**config.mk**
```make
export PLATFORM = sky130hd
export DESIGN_NAME = hub75_bitplane_row_scheduler_core
export DESIGN_NICKNAME = d
export VERILOG_FILES = /design/src/rtl/hbrs_pkg.sv /design/src/rtl/hbrs_mul.sv /design/src/rtl/hbrs_colpad.sv /design/src/rtl/hub75_bitplane_row_scheduler_core.sv
export SDC_FILE = /design/constraint.sdc
export NUM_CORES = 1
export LEC_CHECK = 0
export BUFFER_PORTS_ARGS = -buffer_cell sky130_fd_sc_hd__buf_2
export CAP_MARGIN = 10
export CORE_ASPECT_RATIO = 0.75
export CORE_MARGIN = 5
export CORE_UTILIZATION = 45
export CTS_BUF_LIST = sky130_fd_sc_hd__clkbuf_16
export CTS_CLUSTER_SIZE = 40
export DETAILED_ROUTE_END_ITERATION = 16
export GPL_ROUTABILITY_DRIVEN = 0
export SYNTH_ARGS = -nofsm -noshare
export SYNTH_HDL_FRONTEND = slang
export SYNTH_SLANG_ARGS = --single-unit
```
**constraint.sdc**
```tcl
create_clock -name clk_i -period 8.11 [get_ports clk_i]
set_input_delay 0 -clock clk_i [delete_from_list [all_inputs] [get_ports clk_i]]
set_output_delay 0 -clock clk_i [all_outputs]
set_load 0.01 [all_outputs]
```
**src/rtl/hbrs_pkg.sv**
```systemverilog
package hbrs_pkg;

  localparam int unsigned DEF_CHUNK_SIZE = 8;
  localparam int unsigned DEF_MAX_WIDTH  = 4096;
  localparam int unsigned MAX_PLANES     = 8;

  localparam int unsigned NP_W   = 4;
  localparam int unsigned AL_W   = 3;
  localparam int unsigned CW_W   = 13;
  localparam int unsigned MINP_W = 16;
  localparam int unsigned BPE_W  = 3;

  localparam int unsigned CW_MAX    = (1 << CW_W) - 1;
  localparam int unsigned LINES_MAX = 5;
  localparam int unsigned PLANES_EFF_MAX = (MAX_PLANES < 8) ? MAX_PLANES : 8;

  localparam int unsigned MODE_W   = 2;
  localparam int unsigned ELAP_W   = 32;
  localparam int unsigned PER_W    = 32;
  localparam int unsigned PLANE_W  = 3;
  localparam int unsigned ROW_W    = 5;
  localparam int unsigned OFF_W    = 23;
  localparam int unsigned FRM_W    = 32;
  localparam int unsigned IDX_W    = PLANE_W + ROW_W + 1;
  localparam int unsigned FACC_W   = PER_W + 3;

  localparam int unsigned IN_DATA_W  = 32;
  localparam int unsigned OUT_DATA_W = 112;
  localparam int unsigned OUT_USER_W = 1;
  localparam int unsigned CFG_IDX_W  = 3;
  localparam int unsigned CFG_DATA_W = 16;

  localparam logic [NP_W-1:0]   DEF_NUM_PLANES = 4'd4;
  localparam logic [AL_W-1:0]   DEF_ADDR_LINES = 3'd4;
  localparam logic [CW_W-1:0]   DEF_CHAIN      = 13'd64;
  localparam logic [MINP_W-1:0] DEF_MIN_PERIOD = 16'd100;
  localparam logic              DEF_DBUF       = 1'b0;
  localparam logic [BPE_W-1:0]  DEF_BPE        = 3'd1;

  localparam logic [PLANE_W-1:0] RST_PLANE = PLANE_W'(DEF_NUM_PLANES - 4'd1);
  localparam logic [ROW_W-1:0]   RST_ROW   = ROW_W'((1 << DEF_ADDR_LINES) - 1);
  localparam logic [ROW_W-1:0]   RST_LAST  = ROW_W'((1 << DEF_ADDR_LINES) - 2);
  localparam logic [PER_W-1:0]   RST_BASE  = PER_W'(5 * DEF_CHAIN);

  typedef enum logic [MODE_W-1:0] {
    MODE_TICK    = 2'd0,
    MODE_SWAP    = 2'd1,
    MODE_CLEAR   = 2'd2,
    MODE_RESTART = 2'd3
  } mode_e;

  typedef enum logic [CFG_IDX_W-1:0] {
    CFG_NUM_PLANES = 3'd0,
    CFG_ADDR_LINES = 3'd1,
    CFG_CHAIN      = 3'd2,
    CFG_MIN_PERIOD = 3'd3,
    CFG_DBUF       = 3'd4,
    CFG_BPE        = 3'd5
  } cfg_idx_e;

  typedef struct packed {
    logic [4:0]         pad;
    logic               swap_waiting;
    logic [FRM_W-1:0]   frames;
    logic               shown_buffer;
    logic [ROW_W-1:0]   addr_toggle;
    logic [ROW_W-1:0]   addr_lines;
    logic [OFF_W-1:0]   byte_offset;
    logic [ROW_W-1:0]   load_row;
    logic [PLANE_W-1:0] load_plane;
    logic [PER_W-1:0]   next_period;
  } res_t;

endpackage

```
**src/rtl/hbrs_mul.sv**
```systemverilog
module hbrs_mul #(
  parameter int unsigned A_W = 13,
  parameter int unsigned B_W = 9
) (
  input  logic               clk_i,
  input  logic               en_i,
  input  logic [A_W-1:0]     a_i,
  input  logic [B_W-1:0]     b_i,
  output logic [A_W+B_W-1:0] p_o
);

  logic [A_W+B_W-1:0] p_q, p_d;

  assign p_d = (A_W + B_W)'(a_i) * (A_W + B_W)'(b_i);

  always_ff @(posedge clk_i) begin
    if (en_i) begin
      p_q <= p_d;
    end
  end

  assign p_o = p_q;

endmodule

```
**src/rtl/hbrs_colpad.sv**
```systemverilog
module hbrs_colpad #(
  parameter int unsigned CHUNK_SIZE = hbrs_pkg::DEF_CHUNK_SIZE,
  parameter int unsigned MAX_WIDTH  = hbrs_pkg::DEF_MAX_WIDTH,
  localparam int unsigned W_MAX    = (MAX_WIDTH < hbrs_pkg::CW_MAX) ? MAX_WIDTH
                                                                     : hbrs_pkg::CW_MAX,
  localparam int unsigned COLS_MAX = ((W_MAX + CHUNK_SIZE - 1) / CHUNK_SIZE) * CHUNK_SIZE,
  localparam int unsigned COLS_W   = $clog2(COLS_MAX + 1)
) (
  input  logic                      clk_i,
  input  logic [hbrs_pkg::CW_W-1:0] chain_width_i,
  output logic [COLS_W-1:0]         cols_o
);
  import hbrs_pkg::*;

  localparam int unsigned NW    = $clog2(W_MAX + CHUNK_SIZE);
  localparam int unsigned SH    = NW + $clog2(CHUNK_SIZE) + 1;
  localparam int unsigned RECIP = ((2 ** SH) + CHUNK_SIZE - 1) / CHUNK_SIZE;
  localparam int unsigned MW    = $clog2(RECIP + 1);
  localparam int unsigned QW    = $clog2((W_MAX + CHUNK_SIZE - 1) / CHUNK_SIZE + 1);
  localparam int unsigned CP_W  = QW + $clog2(CHUNK_SIZE + 1);

  logic [CW_W-1:0]    w_sat;
  logic [NW-1:0]      n;
  logic [NW+MW-1:0]   prod;
  logic [QW-1:0]      q_q, q_d;
  logic [COLS_W-1:0]  cols_q, cols_d;

  assign w_sat  = (chain_width_i > CW_W'(W_MAX)) ? CW_W'(W_MAX) : chain_width_i;
  assign n      = NW'(w_sat) + NW'(CHUNK_SIZE - 1);
  assign prod   = (NW + MW)'(n) * (NW + MW)'(RECIP);
  assign q_d    = QW'(prod >> SH);
  assign cols_d = COLS_W'(CP_W'(q_q) * CP_W'(CHUNK_SIZE));

  always_ff @(posedge clk_i) begin
    q_q    <= q_d;
    cols_q <= cols_d;
  end

  assign cols_o = cols_q;

endmodule

```
**src/rtl/hub75_bitplane_row_scheduler_core.sv**
```systemverilog
// Scan scheduler for a row-multiplexed LED matrix with binary-code modulation.
// s_axis carries one request: tuser is the mode (row tick, swap request,
// read-and-clear frames, restart), tdata is the measured timer count.
// m_axis returns one result per request in a 112-bit tdata word; tuser flags
// that the address lines are driven on this tick.
// cfg writes one of six registers by index; they are taken at any time but
// must only change while no request is in flight.
// One request runs through a sequence of steps: two filter steps, a state
// update, three passes of the shared multiplier for the screen-memory
// offset, then an output step that registers the result.
// s_axis_tready is high only while the sequencer is idle. A finished result
// sits in the output register; if m_axis is stalled, the next request is
// still accepted and its sequence holds in the last step until the output
// register frees up.
// Reset loads the default configuration and the scan state for it: last
// plane of the last row pair, base period five times the chain width.
module hub75_bitplane_row_scheduler_core #(
  parameter int unsigned CHUNK_SIZE = hbrs_pkg::DEF_CHUNK_SIZE,
  parameter int unsigned MAX_WIDTH  = hbrs_pkg::DEF_MAX_WIDTH
) (
  input  logic                            clk_i,
  input  logic                            rst_ni,
  input  logic                            s_axis_tvalid,
  output logic                            s_axis_tready,
  // [31:0] elapsed
  input  logic [hbrs_pkg::IN_DATA_W-1:0]  s_axis_tdata,
  // [1:0] mode
  input  logic [hbrs_pkg::MODE_W-1:0]     s_axis_tuser,
  output logic                            m_axis_tvalid,
  input  logic                            m_axis_tready,
  // [31:0] next_period, [34:32] load_plane, [39:35] load_row,
  // [62:40] byte_offset, [67:63] addr_lines, [72:68] addr_toggle,
  // [73] shown_buffer, [105:74] frames, [106] swap_waiting, [111:107] zero
  output logic [hbrs_pkg::OUT_DATA_W-1:0] m_axis_tdata,
  // [0] addr_update
  output logic [hbrs_pkg::OUT_USER_W-1:0] m_axis_tuser,
  input  logic                            cfg_valid_i,
  output logic                            cfg_ready_o,
  input  logic [hbrs_pkg::CFG_IDX_W-1:0]  cfg_index_i,
  input  logic [hbrs_pkg::CFG_DATA_W-1:0] cfg_data_i
);
  import hbrs_pkg::*;

  localparam int unsigned W_MAX    = (MAX_WIDTH < CW_MAX) ? MAX_WIDTH : CW_MAX;
  localparam int unsigned COLS_MAX = ((W_MAX + CHUNK_SIZE - 1) / CHUNK_SIZE) * CHUNK_SIZE;
  localparam int unsigned COLS_W   = $clog2(COLS_MAX + 1);
  localparam int unsigned PROD_W   = COLS_W + IDX_W;

  typedef enum logic [7:0] {
    S_IDLE = 8'b0000_0001,
    S_FLT1 = 8'b0000_0010,
    S_FLT2 = 8'b0000_0100,
    S_UPD  = 8'b0000_1000,
    S_MUL1 = 8'b0001_0000,
    S_MUL2 = 8'b0010_0000,
    S_MUL3 = 8'b0100_0000,
    S_MUL4 = 8'b1000_0000
  } state_e;

  state_e state_q, state_d;

  logic [NP_W-1:0]   np_q;
  logic [AL_W-1:0]   al_q;
  logic [CW_W-1:0]   cw_q;
  logic [MINP_W-1:0] minp_q;
  logic              db_q;
  logic [BPE_W-1:0]  bpe_q;

  mode_e              mode_q, mode_d;
  logic [ELAP_W-1:0]  elap_q, elap_d;
  logic [PLANE_W-1:0] prev_q, prev_d;
  logic [FACC_W-1:0]  facc_q, facc_d;
  logic [PLANE_W-1:0] plane_q, plane_d;
  logic [ROW_W-1:0]   row_q, row_d;
  logic [ROW_W-1:0]   last_q, last_d;
  logic [PER_W-1:0]   bp_q, bp_d;
  logic               buf_q, buf_d;
  logic               swp_q, swp_d;
  logic [FRM_W-1:0]   frm_q, frm_d;
  logic               au_q, au_d;
  logic [ROW_W-1:0]   alines_q, alines_d;
  logic [ROW_W-1:0]   tog_q, tog_d;
  logic [FRM_W-1:0]   fout_q, fout_d;
  logic [PER_W-1:0]   nper_q, nper_d;
  logic [OFF_W-1:0]   acc_q, acc_d;
  logic               ovalid_q, ovalid_d;
  logic               ouser_q, ouser_d;
  res_t               res_q, res_d;

  logic [NP_W-1:0]    planes_eff;
  logic [AL_W-1:0]    lines_eff;
  logic [ROW_W:0]     pairs;
  logic [ROW_W-1:0]   lmask;
  logic [1:0]         bsh;
  logic [PLANE_W-1:0] rs_plane;
  logic [ROW_W-1:0]   rs_row;
  logic [ROW_W-1:0]   rs_last;
  logic               plane_wrap;
  logic               row_wrap;
  logic [PER_W-1:0]   fnew;
  logic [PER_W+7-1:0] per_ext;
  logic [2:0]         buf_sh;
  logic [OFF_W-1:0]   acc_term;
  logic [OFF_W-1:0]   buf_term;
  logic               load_out;

  logic [COLS_W-1:0]  cols;
  logic               mul_en;
  logic [COLS_W-1:0]  mul_a;
  logic [IDX_W-1:0]   mul_b;
  logic [PROD_W-1:0]  prod;

  hbrs_colpad #(
    .CHUNK_SIZE(CHUNK_SIZE),
    .MAX_WIDTH (MAX_WIDTH)
  ) u_colpad (
    .clk_i        (clk_i),
    .chain_width_i(cw_q),
    .cols_o       (cols)
  );

  hbrs_mul #(
    .A_W(COLS_W),
    .B_W(IDX_W)
  ) u_mul (
    .clk_i(clk_i),
    .en_i (mul_en),
    .a_i  (mul_a),
    .b_i  (mul_b),
    .p_o  (prod)
  );

  assign cfg_ready_o = 1'b1;

  always_ff @(posedge clk_i or negedge rst_ni) begin
    if (!rst_ni) begin
      np_q   <= DEF_NUM_PLANES;
      al_q   <= DEF_ADDR_LINES;
      cw_q   <= DEF_CHAIN;
      minp_q <= DEF_MIN_PERIOD;
      db_q   <= DEF_DBUF;
      bpe_q  <= DEF_BPE;
    end else if (cfg_valid_i) begin
      unique case (cfg_index_i)
        CFG_NUM_PLANES: np_q   <= cfg_data_i[NP_W-1:0];
        CFG_ADDR_LINES: al_q   <= cfg_data_i[AL_W-1:0];
        CFG_CHAIN:      cw_q   <= cfg_data_i[CW_W-1:0];
        CFG_MIN_PERIOD: minp_q <= cfg_data_i[MINP_W-1:0];
        CFG_DBUF:       db_q   <= cfg_data_i[0];
        CFG_BPE:        bpe_q  <= cfg_data_i[BPE_W-1:0];
        default: ;
      endcase
    end
  end

  always_comb begin
    if (np_q == '0) begin
      planes_eff = NP_W'(1);
    end else if (np_q > NP_W'(PLANES_EFF_MAX)) begin
      planes_eff = NP_W'(PLANES_EFF_MAX);
    end else begin
      planes_eff = np_q;
    end
    lines_eff = (al_q > AL_W'(LINES_MAX)) ? AL_W'(LINES_MAX) : al_q;
    pairs     = (ROW_W + 1)'(1) << lines_eff;
    lmask     = ROW_W'(pairs - (ROW_W + 1)'(1));
    if (bpe_q == BPE_W'(1)) begin
      bsh = 2'd0;
    end else if (bpe_q == BPE_W'(2)) begin
      bsh = 2'd1;
    end else begin
      bsh = 2'd2;
    end
    rs_plane   = PLANE_W'(planes_eff - NP_W'(1));
    rs_row     = lmask;
    rs_last    = (pairs > (ROW_W + 1)'(1)) ? ROW_W'(pairs - (ROW_W + 1)'(2)) : ROW_W'(1);
    plane_wrap = ((NP_W'(plane_q) + NP_W'(1)) >= planes_eff);
    row_wrap   = (((ROW_W + 1)'(row_q) + (ROW_W + 1)'(1)) >= pairs);
    fnew       = (facc_q[FACC_W-1:3] < PER_W'(minp_q)) ? PER_W'(minp_q)
                                                       : facc_q[FACC_W-1:3];
    per_ext    = (PER_W + 7)'(bp_q) << prev_q;
    buf_sh     = 3'(lines_eff) + 3'(bsh);
    acc_term   = OFF_W'((PROD_W + 3)'(prod) << bsh);
    buf_term   = (db_q && buf_q) ? OFF_W'((PROD_W + 7)'(prod) << buf_sh) : '0;
  end

  assign load_out = !ovalid_q || m_axis_tready;

  always_comb begin
    state_d  = state_q;
    mode_d   = mode_q;
    elap_d   = elap_q;
    prev_d   = prev_q;
    facc_d   = facc_q;
    plane_d  = plane_q;
    row_d    = row_q;
    last_d   = last_q;
    bp_d     = bp_q;
    buf_d    = buf_q;
    swp_d    = swp_q;
    frm_d    = frm_q;
    au_d     = au_q;
    alines_d = alines_q;
    tog_d    = tog_q;
    fout_d   = fout_q;
    nper_d   = nper_q;
    acc_d    = acc_q;
    ovalid_d = ovalid_q;
    ouser_d  = ouser_q;
    res_d    = res_q;
    mul_en   = 1'b0;
    mul_a    = cols;
    mul_b    = '0;

    if (ovalid_q && m_axis_tready) begin
      ovalid_d = 1'b0;
    end

    unique case (state_q)
      S_IDLE: begin
        if (s_axis_tvalid) begin
          mode_d  = mode_e'(s_axis_tuser);
          elap_d  = s_axis_tdata[ELAP_W-1:0];
          prev_d  = plane_q;
          state_d = S_FLT1;
        end
      end
      S_FLT1: begin
        facc_d  = {bp_q, 3'b000} - FACC_W'(bp_q);
        state_d = S_FLT2;
      end
      S_FLT2: begin
        facc_d  = facc_q + FACC_W'(elap_q);
        state_d = S_UPD;
      end
      S_UPD: begin
        au_d     = 1'b0;
        alines_d = '0;
        tog_d    = '0;
        fout_d   = frm_q;
        case (mode_q)
          MODE_TICK: begin
            if (prev_q == PLANE_W'(1) || planes_eff == NP_W'(1)) begin
              bp_d = fnew;
            end
            if (prev_q == '0) begin
              au_d     = 1'b1;
              alines_d = row_q & lmask;
              tog_d    = (row_q ^ last_q) & lmask;
              last_d   = row_q;
            end
            if (plane_wrap) begin
              plane_d = '0;
              if (row_wrap) begin
                row_d = '0;
                if (swp_q) begin
                  buf_d = ~buf_q;
                  swp_d = 1'b0;
                end
                frm_d  = frm_q + FRM_W'(1);
                fout_d = frm_q + FRM_W'(1);
              end else begin
                row_d = row_q + ROW_W'(1);
              end
            end else begin
              plane_d = plane_q + PLANE_W'(1);
            end
          end
          MODE_SWAP: begin
            if (db_q) begin
              swp_d = 1'b1;
            end
          end
          MODE_CLEAR: begin
            frm_d = '0;
          end
          default: begin
            plane_d = rs_plane;
            row_d   = rs_row;
            last_d  = rs_last;
            swp_d   = 1'b0;
            frm_d   = '0;
            fout_d  = '0;
          end
        endcase
        state_d = S_MUL1;
      end
      S_MUL1: begin
        mul_en = 1'b1;
        mul_a  = COLS_W'(planes_eff);
        mul_b  = IDX_W'(row_q);
        if (mode_q == MODE_TICK) begin
          nper_d = (|per_ext[PER_W+7-1:PER_W]) ? '1 : per_ext[PER_W-1:0];
        end else begin
          nper_d = '0;
        end
        state_d = S_MUL2;
      end
      S_MUL2: begin
        mul_en  = 1'b1;
        mul_b   = prod[IDX_W-1:0] + IDX_W'(plane_q);
        state_d = S_MUL3;
      end
      S_MUL3: begin
        mul_en  = 1'b1;
        mul_b   = IDX_W'(planes_eff);
        acc_d   = acc_term;
        state_d = S_MUL4;
      end
      S_MUL4: begin
        if (load_out) begin
          res_d.pad          = '0;
          res_d.swap_waiting = swp_q;
          res_d.frames       = fout_q;
          res_d.shown_buffer = buf_q;
          res_d.addr_toggle  = tog_q;
          res_d.addr_lines   = alines_q;
          res_d.byte_offset  = acc_q + buf_term;
          res_d.load_row     = row_q;
          res_d.load_plane   = plane_q;
          res_d.next_period  = nper_q;
          ouser_d            = au_q;
          ovalid_d           = 1'b1;
          state_d            = S_IDLE;
        end
      end
      default: state_d = S_IDLE;
    endcase
  end

  always_ff @(posedge clk_i or negedge rst_ni) begin
    if (!rst_ni) begin
      state_q  <= S_IDLE;
      plane_q  <= RST_PLANE;
      row_q    <= RST_ROW;
      last_q   <= RST_LAST;
      bp_q     <= RST_BASE;
      buf_q    <= 1'b0;
      swp_q    <= 1'b0;
      frm_q    <= '0;
      ovalid_q <= 1'b0;
    end else begin
      state_q  <= state_d;
      plane_q  <= plane_d;
      row_q    <= row_d;
      last_q   <= last_d;
      bp_q     <= bp_d;
      buf_q    <= buf_d;
      swp_q    <= swp_d;
      frm_q    <= frm_d;
      ovalid_q <= ovalid_d;
    end
  end

  always_ff @(posedge clk_i) begin
    mode_q   <= mode_d;
    elap_q   <= elap_d;
    prev_q   <= prev_d;
    facc_q   <= facc_d;
    au_q     <= au_d;
    alines_q <= alines_d;
    tog_q    <= tog_d;
    fout_q   <= fout_d;
    nper_q   <= nper_d;
    acc_q    <= acc_d;
    ouser_q  <= ouser_d;
    res_q    <= res_d;
  end

  assign s_axis_tready = (state_q == S_IDLE);
  assign m_axis_tvalid = ovalid_q;
  assign m_axis_tdata  = res_q;
  assign m_axis_tuser  = ouser_q;

  a_busy_after_accept: assert property (@(posedge clk_i) disable iff (!rst_ni)
    s_axis_tvalid && s_axis_tready |=> !s_axis_tready)
    else $error("request accepted while sequence still running");

  a_frames_only_in_update: assert property (@(posedge clk_i) disable iff (!rst_ni)
    state_q != S_UPD |=> $stable(frm_q) && $stable(buf_q))
    else $error("frame counter or buffer changed outside update step");

  a_addr_fields_need_flag: assert property (@(posedge clk_i) disable iff (!rst_ni)
    m_axis_tvalid && !m_axis_tuser[0] |->
      res_q.addr_lines == '0 && res_q.addr_toggle == '0)
    else $error("address fields set without address update");

endmodule
```
# Yosys cells after proc, flatten, opt, wreduce, memory -nomap -nowiden
# Cells that the tools add are included.
# W data, S select, Z words.
dict set report op_classes {
  mul 1
  reduce_logical 30
  n_eq_ne 25
  add_sub_neg 14
  muxes 36
  bitwise 7
  order_cmp 7
  shifts 4
}
# cell n
set ops {}
lappend ops {{$mux W32} 4}
lappend ops {{$pmux W32 S2} 2}
lappend ops {{$pmux W35 S2} 1}
lappend ops {{$pmux W8 S8} 1}
lappend ops {{$shl A32 B3 Y39} 1}
lappend ops {{$add A35 B32 Y35} 1}
lappend ops {{$sub A35 B32 Y35} 1}
lappend ops {{$add A32 B1 Y32 const B} 1}
lappend ops {{$lt A32 B16 Y1} 1}
lappend ops {{$pmux W9 S3} 1}
lappend ops {{$mux W13} 2}
lappend ops {{$reduce_and A2 Y1} 12}
lappend ops {{$add A23 B23 Y23} 1}
lappend ops {{$mux W23} 1}
lappend ops {{$shl A22 B2 Y23} 1}
lappend ops {{$shl A22 B3 Y23} 1}
lappend ops {{$mul A13 B9 Y22} 1}
lappend ops {{$mux W5} 4}
lappend ops {{$pmux W5 S2} 2}
lappend ops {{$mux W8} 2}
lappend ops {{$add A13 B3 Y13 const B} 1}
lappend ops {{$gt A13 B13 Y1 const B} 1}
lappend ops {{$ne A2 B2 Y1 const B} 6}
lappend ops {{$and A5 B5 Y5} 2}
lappend ops {{49 further kinds} 73}
dict set report word_totals {
  inputBits 58
  out_inout_bits 116
  ff_bits 448
  elab_cells 162
}

# Longest topological paths before layout
dict set report depth {
  word_depth 7
  ltp_mapped 29
  mapped_depth_nobuf 29
}

# Cells and area by module
# Synthesis repeated with hierarchy kept, for this count alone.
dict set report unflattened {
  cells_unflattened 2784
  area_unflattened_um2 28975.3
}
# mod seq_area_each_um2 n_inst area_each_um2 cells_each
set by_module_without_submodules {}
lappend by_module_without_submodules {hub75_bitplane_row_scheduler_core 11574.9 1 23819.1 2249}
lappend by_module_without_submodules {hbrs_mul 660.6 1 4448.0 468}
lappend by_module_without_submodules {hbrs_colpad 400.4 1 708.2 67}

# Worst setup path after synthesis
# OpenSTA, ideal clock, no wires.
dict set report synth_timing {
  path_kind {reg-to-reg}
  start {reg state_q[0]}
  end {reg u_mul.p_q[21], in the netlist u_mul.p_o[21] (data pin)}
  path_stages_with_launch 25
  n_path_buf 1
  arrival_time_ps 6535
  required_ps 7845
  setup_slack_ps 1310
  setup_ps 265
  period_less_slack_ps 6800
  cell_sequence {dfstp_2 nor2_1 nand2_1 nor3_1 nand3b_1 clkinv_1 a222oi_1 clkbuf_1 nor2_1 fa_1 fa_1 inv_1 fa_1 fa_1 inv_1 ha_1 inv_1 o21ai_1 a21o_1 a21o_1 a211oi_1 a211o_1 o21bai_1 a221oi_1 xnor2_1}
}
dict set report synth_between {
  elab_chain_cells 3
  elab_cells_between_ends 6
  classes_between {mul (1); eq/ne (3); mux (2)}
}
# item line_no
set synth_rtl {}
lappend synth_rtl {{start, declared} hub75_bitplane_row_scheduler_core.sv:60} ;# state_e state_q, state_d;
lappend synth_rtl {{start signal, assigned} hub75_bitplane_row_scheduler_core.sv:343} ;# state_q <= state_d;
lappend synth_rtl {{$eq A8 B7 Y1 (tied with other cells)} hub75_bitplane_row_scheduler_core.sv:219} ;# unique case (state_q)
lappend synth_rtl {{$pmux W9 S3 / $mux W13 (equally long branches)} hub75_bitplane_row_scheduler_core.sv:219}
lappend synth_rtl {{$mul A13 B9 Y22 *} hbrs_mul.sv:14} ;# assign p_d = (A_W + B_W)'(a_i) * (A_W + B_W)'(b_i);
lappend synth_rtl {{net u_mul.p_d[21]} hbrs_mul.sv:12} ;# logic [A_W+B_W-1:0] p_q, p_d;
lappend synth_rtl {{end signal, assigned} hbrs_mul.sv:18} ;# p_q <= p_d;
lappend synth_rtl {{end, declared} hbrs_mul.sv:12}
# The timed path passes the listed nets; every way through them passes the cells marked *.
# A chain may end at the register's enable or synchronous reset.

# Final worst setup path
dict set report layout_timing {
  start {reg state_q[3]}
  end {reg u_mul.p_q[21], in the netlist u_mul.p_o[21] (data pin)}
}
# Same word-level chain as after synthesis.

==> results by group <==
Synth
  • Post-synth EDFFs: 300
  • Most frequent cell after synthesis: edfxtp_1
  • Sequential element share of the synthesized area: between 40% and 50%
  • Syn Inst Count: roughly 2,700
  • Most frequent cells after synthesis: edfxtp_1 (300), nand2_1 (265), nor2_1 (222)
  • Syn Std Cell Area: 28,000 um2
  • Most used DFF post-synth: edfxtp_1
  • Compound-cell area share of the yosys netlist: between 10% and 20%
  • Yosys warns: 0
  • Post-synthesis xor/xnor area fraction: 3.97%
  • Multiplexer share of the synthesized area: under 10%
  • Area leader, netlist: edfxtp_1
  • Simple-gate share of the synthesized area: between 10% and 20%
  • Yosys reg bits: ~450
  • Asr flop ratio synth: between 20 and 30%
  • Main combinational cell family by area after synthesis: adder cells
  • Adder-cell share of the synthesized area: between 10% and 20%
  • Yosys cell types: 83
  • Top post-synthesis cells by area: edfxtp_1 (32%), dfrtp_1 (9.7%), ha_1 (7.5%)
  • Yosys top cell area share: 32.2%
  • Syn avg cell area: roughly 10 um2

Layout
  • Layout net count: 3,197
  • Share of cells above drive strength 1: about 14%
  • Final Non-Filler Cells: between 3,000 and 4,000
  • Layout Area Growth over Synthesis: 13.7%

Detailed routing
  • DRT iter0 DRCs: between 1,500 and 2,000
  • Detail Route Antenna Nets: 0
  • Wire per inst: about 18 um
  • Remaining DRCs: 0
  • Via-to-Cell Ratio: 5.49
  • Total Wirelength: 67,000 um
  • Routed via count: 20,528
  • Drt first pass iters: 5

STA
  • Slew Limit Fails: 0
  • Worst-margin pin slew: about 1200 ps
  • # setup viols final: 0
  • Fmax: ~140 MHz
  • Max_slew headroom: a little under a fifth
  • RSZ-0062 raised after global routing: false
  • Final period utilization: 85.5%
  • Min Tclk post-route: 6930 ps
  • Clock skew: roughly 39 ps
  • Worst hold slack: around 22 ps
  • Setup TNS: 0 ps
  • Final Hold Fails: 0

Floorplan
  • # rows: ~80
  • Die ar.: roughly 67,000 um2
  • Starting Density: around 45%
  • Boundary Pins: 174
  • Die H: approximately 230 um
  • Core ar.: ~62,000 um2
  • Chip width: 298 um

Place
  • Dpl cells: between 3,000 and 4,000
  • HPWL Detailed: 50,000 um
  • I/O Buffers: ~170

Clock network
  • CTS max path bufs: 3
  • Clock transition at path regs: approximately 60 ps
  • Clock tree sinks: approximately 450
  • Root buffer cell: clkbuf_16
  • TritonCTS buffer count: between 40 and 50
  • Worst-skew pair later-pin latency: around 600 ps
  • Htree depth: 2
  • Post-CTS setup buffer count: 0
  • Clock tree from TritonCTS: done
  • Gates resized, CTS repair: 0
  • CTS Hold Buffers Added: 58

Worst setup path
  • CP max FO: 44
  • Req. time, crit path: roughly 8500 ps
  • CP max-delay cell: fa_1
  • R2R setup slack: ~1200 ps
  • Arr. time, crit path: ~7300 ps
  • Worst Setup End Kind: flop
  • CP startpoint kind: flop
  • Crit path kind: reg -> reg
  • Max incr delay on CP: between 500 and 600 ps

Global routing
  • Largest net degree at the start of global routing: a little under 90
  • Total track usage: between 10% and 20%
  • Number of global-route vias before repair: a little under 20,000
  • Number of antenna violations at the first check in global routing: 2
  • GRT overflow: 0
  • First-pass GRT wire length: between 100,000 and 150,000 um

Run status
  • Result of the run: completed

Power
  • PwrDens: between 200 and 300 nW/um2
  • Pleak: ~14 nW
  • Maximum VDD drop: 184 uV

Worst hold path
  • Worst Hold Class: in -> async

Job
  • Max_cap viols: 0
layout make-up:
| type | instances | area [um2] |
|---|---|---|
| inverters | 201 | 754 |
| repair buffers | 252 | 1650 |
| fillers | 5506 | 30000 |
| clock inverters | 40 | 329 |
| flip-flops and latches | 448 | 12600 |
| well taps | 810 | 1010 |
| clock buffers | 48 | 1200 |
| diodes | 1 | 2.50 |
| multi-input cells | 1939 | 14300 |
path summary, 6_finish.rpt:
kind                                               end  cells past startpoint               startpoint
min reg2reg                u_colpad.cols_o[10]$_DFF_P_                      0  u_colpad.q_q[7]$_DFF_P_
max reg2reg                    u_mul.p_o[21]$_DFFE_PP_                     29   state_q[3]$_DFFE_PN0P_
min                             minp_q[14]$_DFFE_PN0P_                      2                   rst_ni
max                            u_mul.p_o[21]$_DFFE_PP_                     29   state_q[3]$_DFFE_PN0P_
min in group clk_i                elap_q[12]$_DFFE_PP_                      2         s_axis_tdata[12]
max in group asynchronous       state_q[2]$_DFFE_PN0P_                      3                   rst_ni
layer usage:
metal	wire, um	track usage, %	vias up	part of all wire [%]
li1	-	-	9960	-
met1	34100	31.5	9856	51
met2	27400	28.4	635	41
met3	4330	3.09	77	6.5
met4	1150	3.83	0	1.7
met5	0	0	-	0
cell families (layout without fill, tap and decap cells):
family | count (synthesis) | after routing
other | 2 | 19
adder cells (fa/ha/maj) | 250 | 250
multiplexers | 188 | 188
flip-flops | 448 | 448
buffers and inverters | 313 | 541
AO/OA/AOI/OAI | 611 | 611
XOR/XNOR | 127 | 127
AND/OR/NAND/NOR | 745 | 745
power breakdown:
part / internal [mW] / switching (mW)
Combinational: 1.36 / 1.91
Clock: 1.21 / 0.914
Sequential: 2.85 / 0.286
Total: 5.42 / 3.11
state kept, by name (all words and copies together) (netlist names), 8 cells and up:
signal           flops
acc_q               23
bp_q                32
cw_q                13
elap_q              32
facc_q              35
fout_q              32
frm_q               32
m_axis_tdata       107
minp_q              16
nper_q              32
state_q              8
u_colpad.cols_o     10
u_colpad.q_q        10
u_mul.p_o           22
per-stage QoR:
stage	util, %	setup slack (ps)	power, mW	instance area (um2)
2_1_floorplan	-	1310	5.53	28100
3_3_place_gp	48.0	1420	6.29	29700
3_5_place_dp	48.0	1160	6.35	29700
4_1_cts	51.4	1200	8.53	31800
5_1_grt	51.5	636	9.08	31800
6_report	51.5	1180	8.53	31900
cells in the final DEF, fill, tap and decap left out, drive strengths merged, types with 20 or more instances in the layout:
master | Yosys | final
a21o | 47 | 47
a21oi | 192 | 192
and3 | 28 | 28
buf | 23 | 194
clkbuf | 89 | 48
clkinv | 2 | 24
dfrtp | 109 | 109
dfxtp | 20 | 20
dlygate4sd3 | 0 | 58
edfxtp | 300 | 300
fa | 82 | 82
ha | 168 | 168
inv | 199 | 210
mux2 | 57 | 57
mux2i | 105 | 105
mux4 | 26 | 26
nand2 | 265 | 265
nand2b | 23 | 23
nand3 | 74 | 74
nor2 | 224 | 224
nor2b | 22 | 22
nor3 | 40 | 40
o21ai | 220 | 220
o31ai | 31 | 31
xnor2 | 87 | 87
xor2 | 40 | 40
critical path, delay by kind of cell, from the launching register on:
kind                       cells  cell delay, ps
buffers and inverters          7            1160
and+or+nand+nor                6             880
AOI/OAI and AO/OA             10            1930
adders and majority gates      5            2150
DFF                            1             430
xor gates and xnor gates       1             130
(Power assumes the default switching activity.)
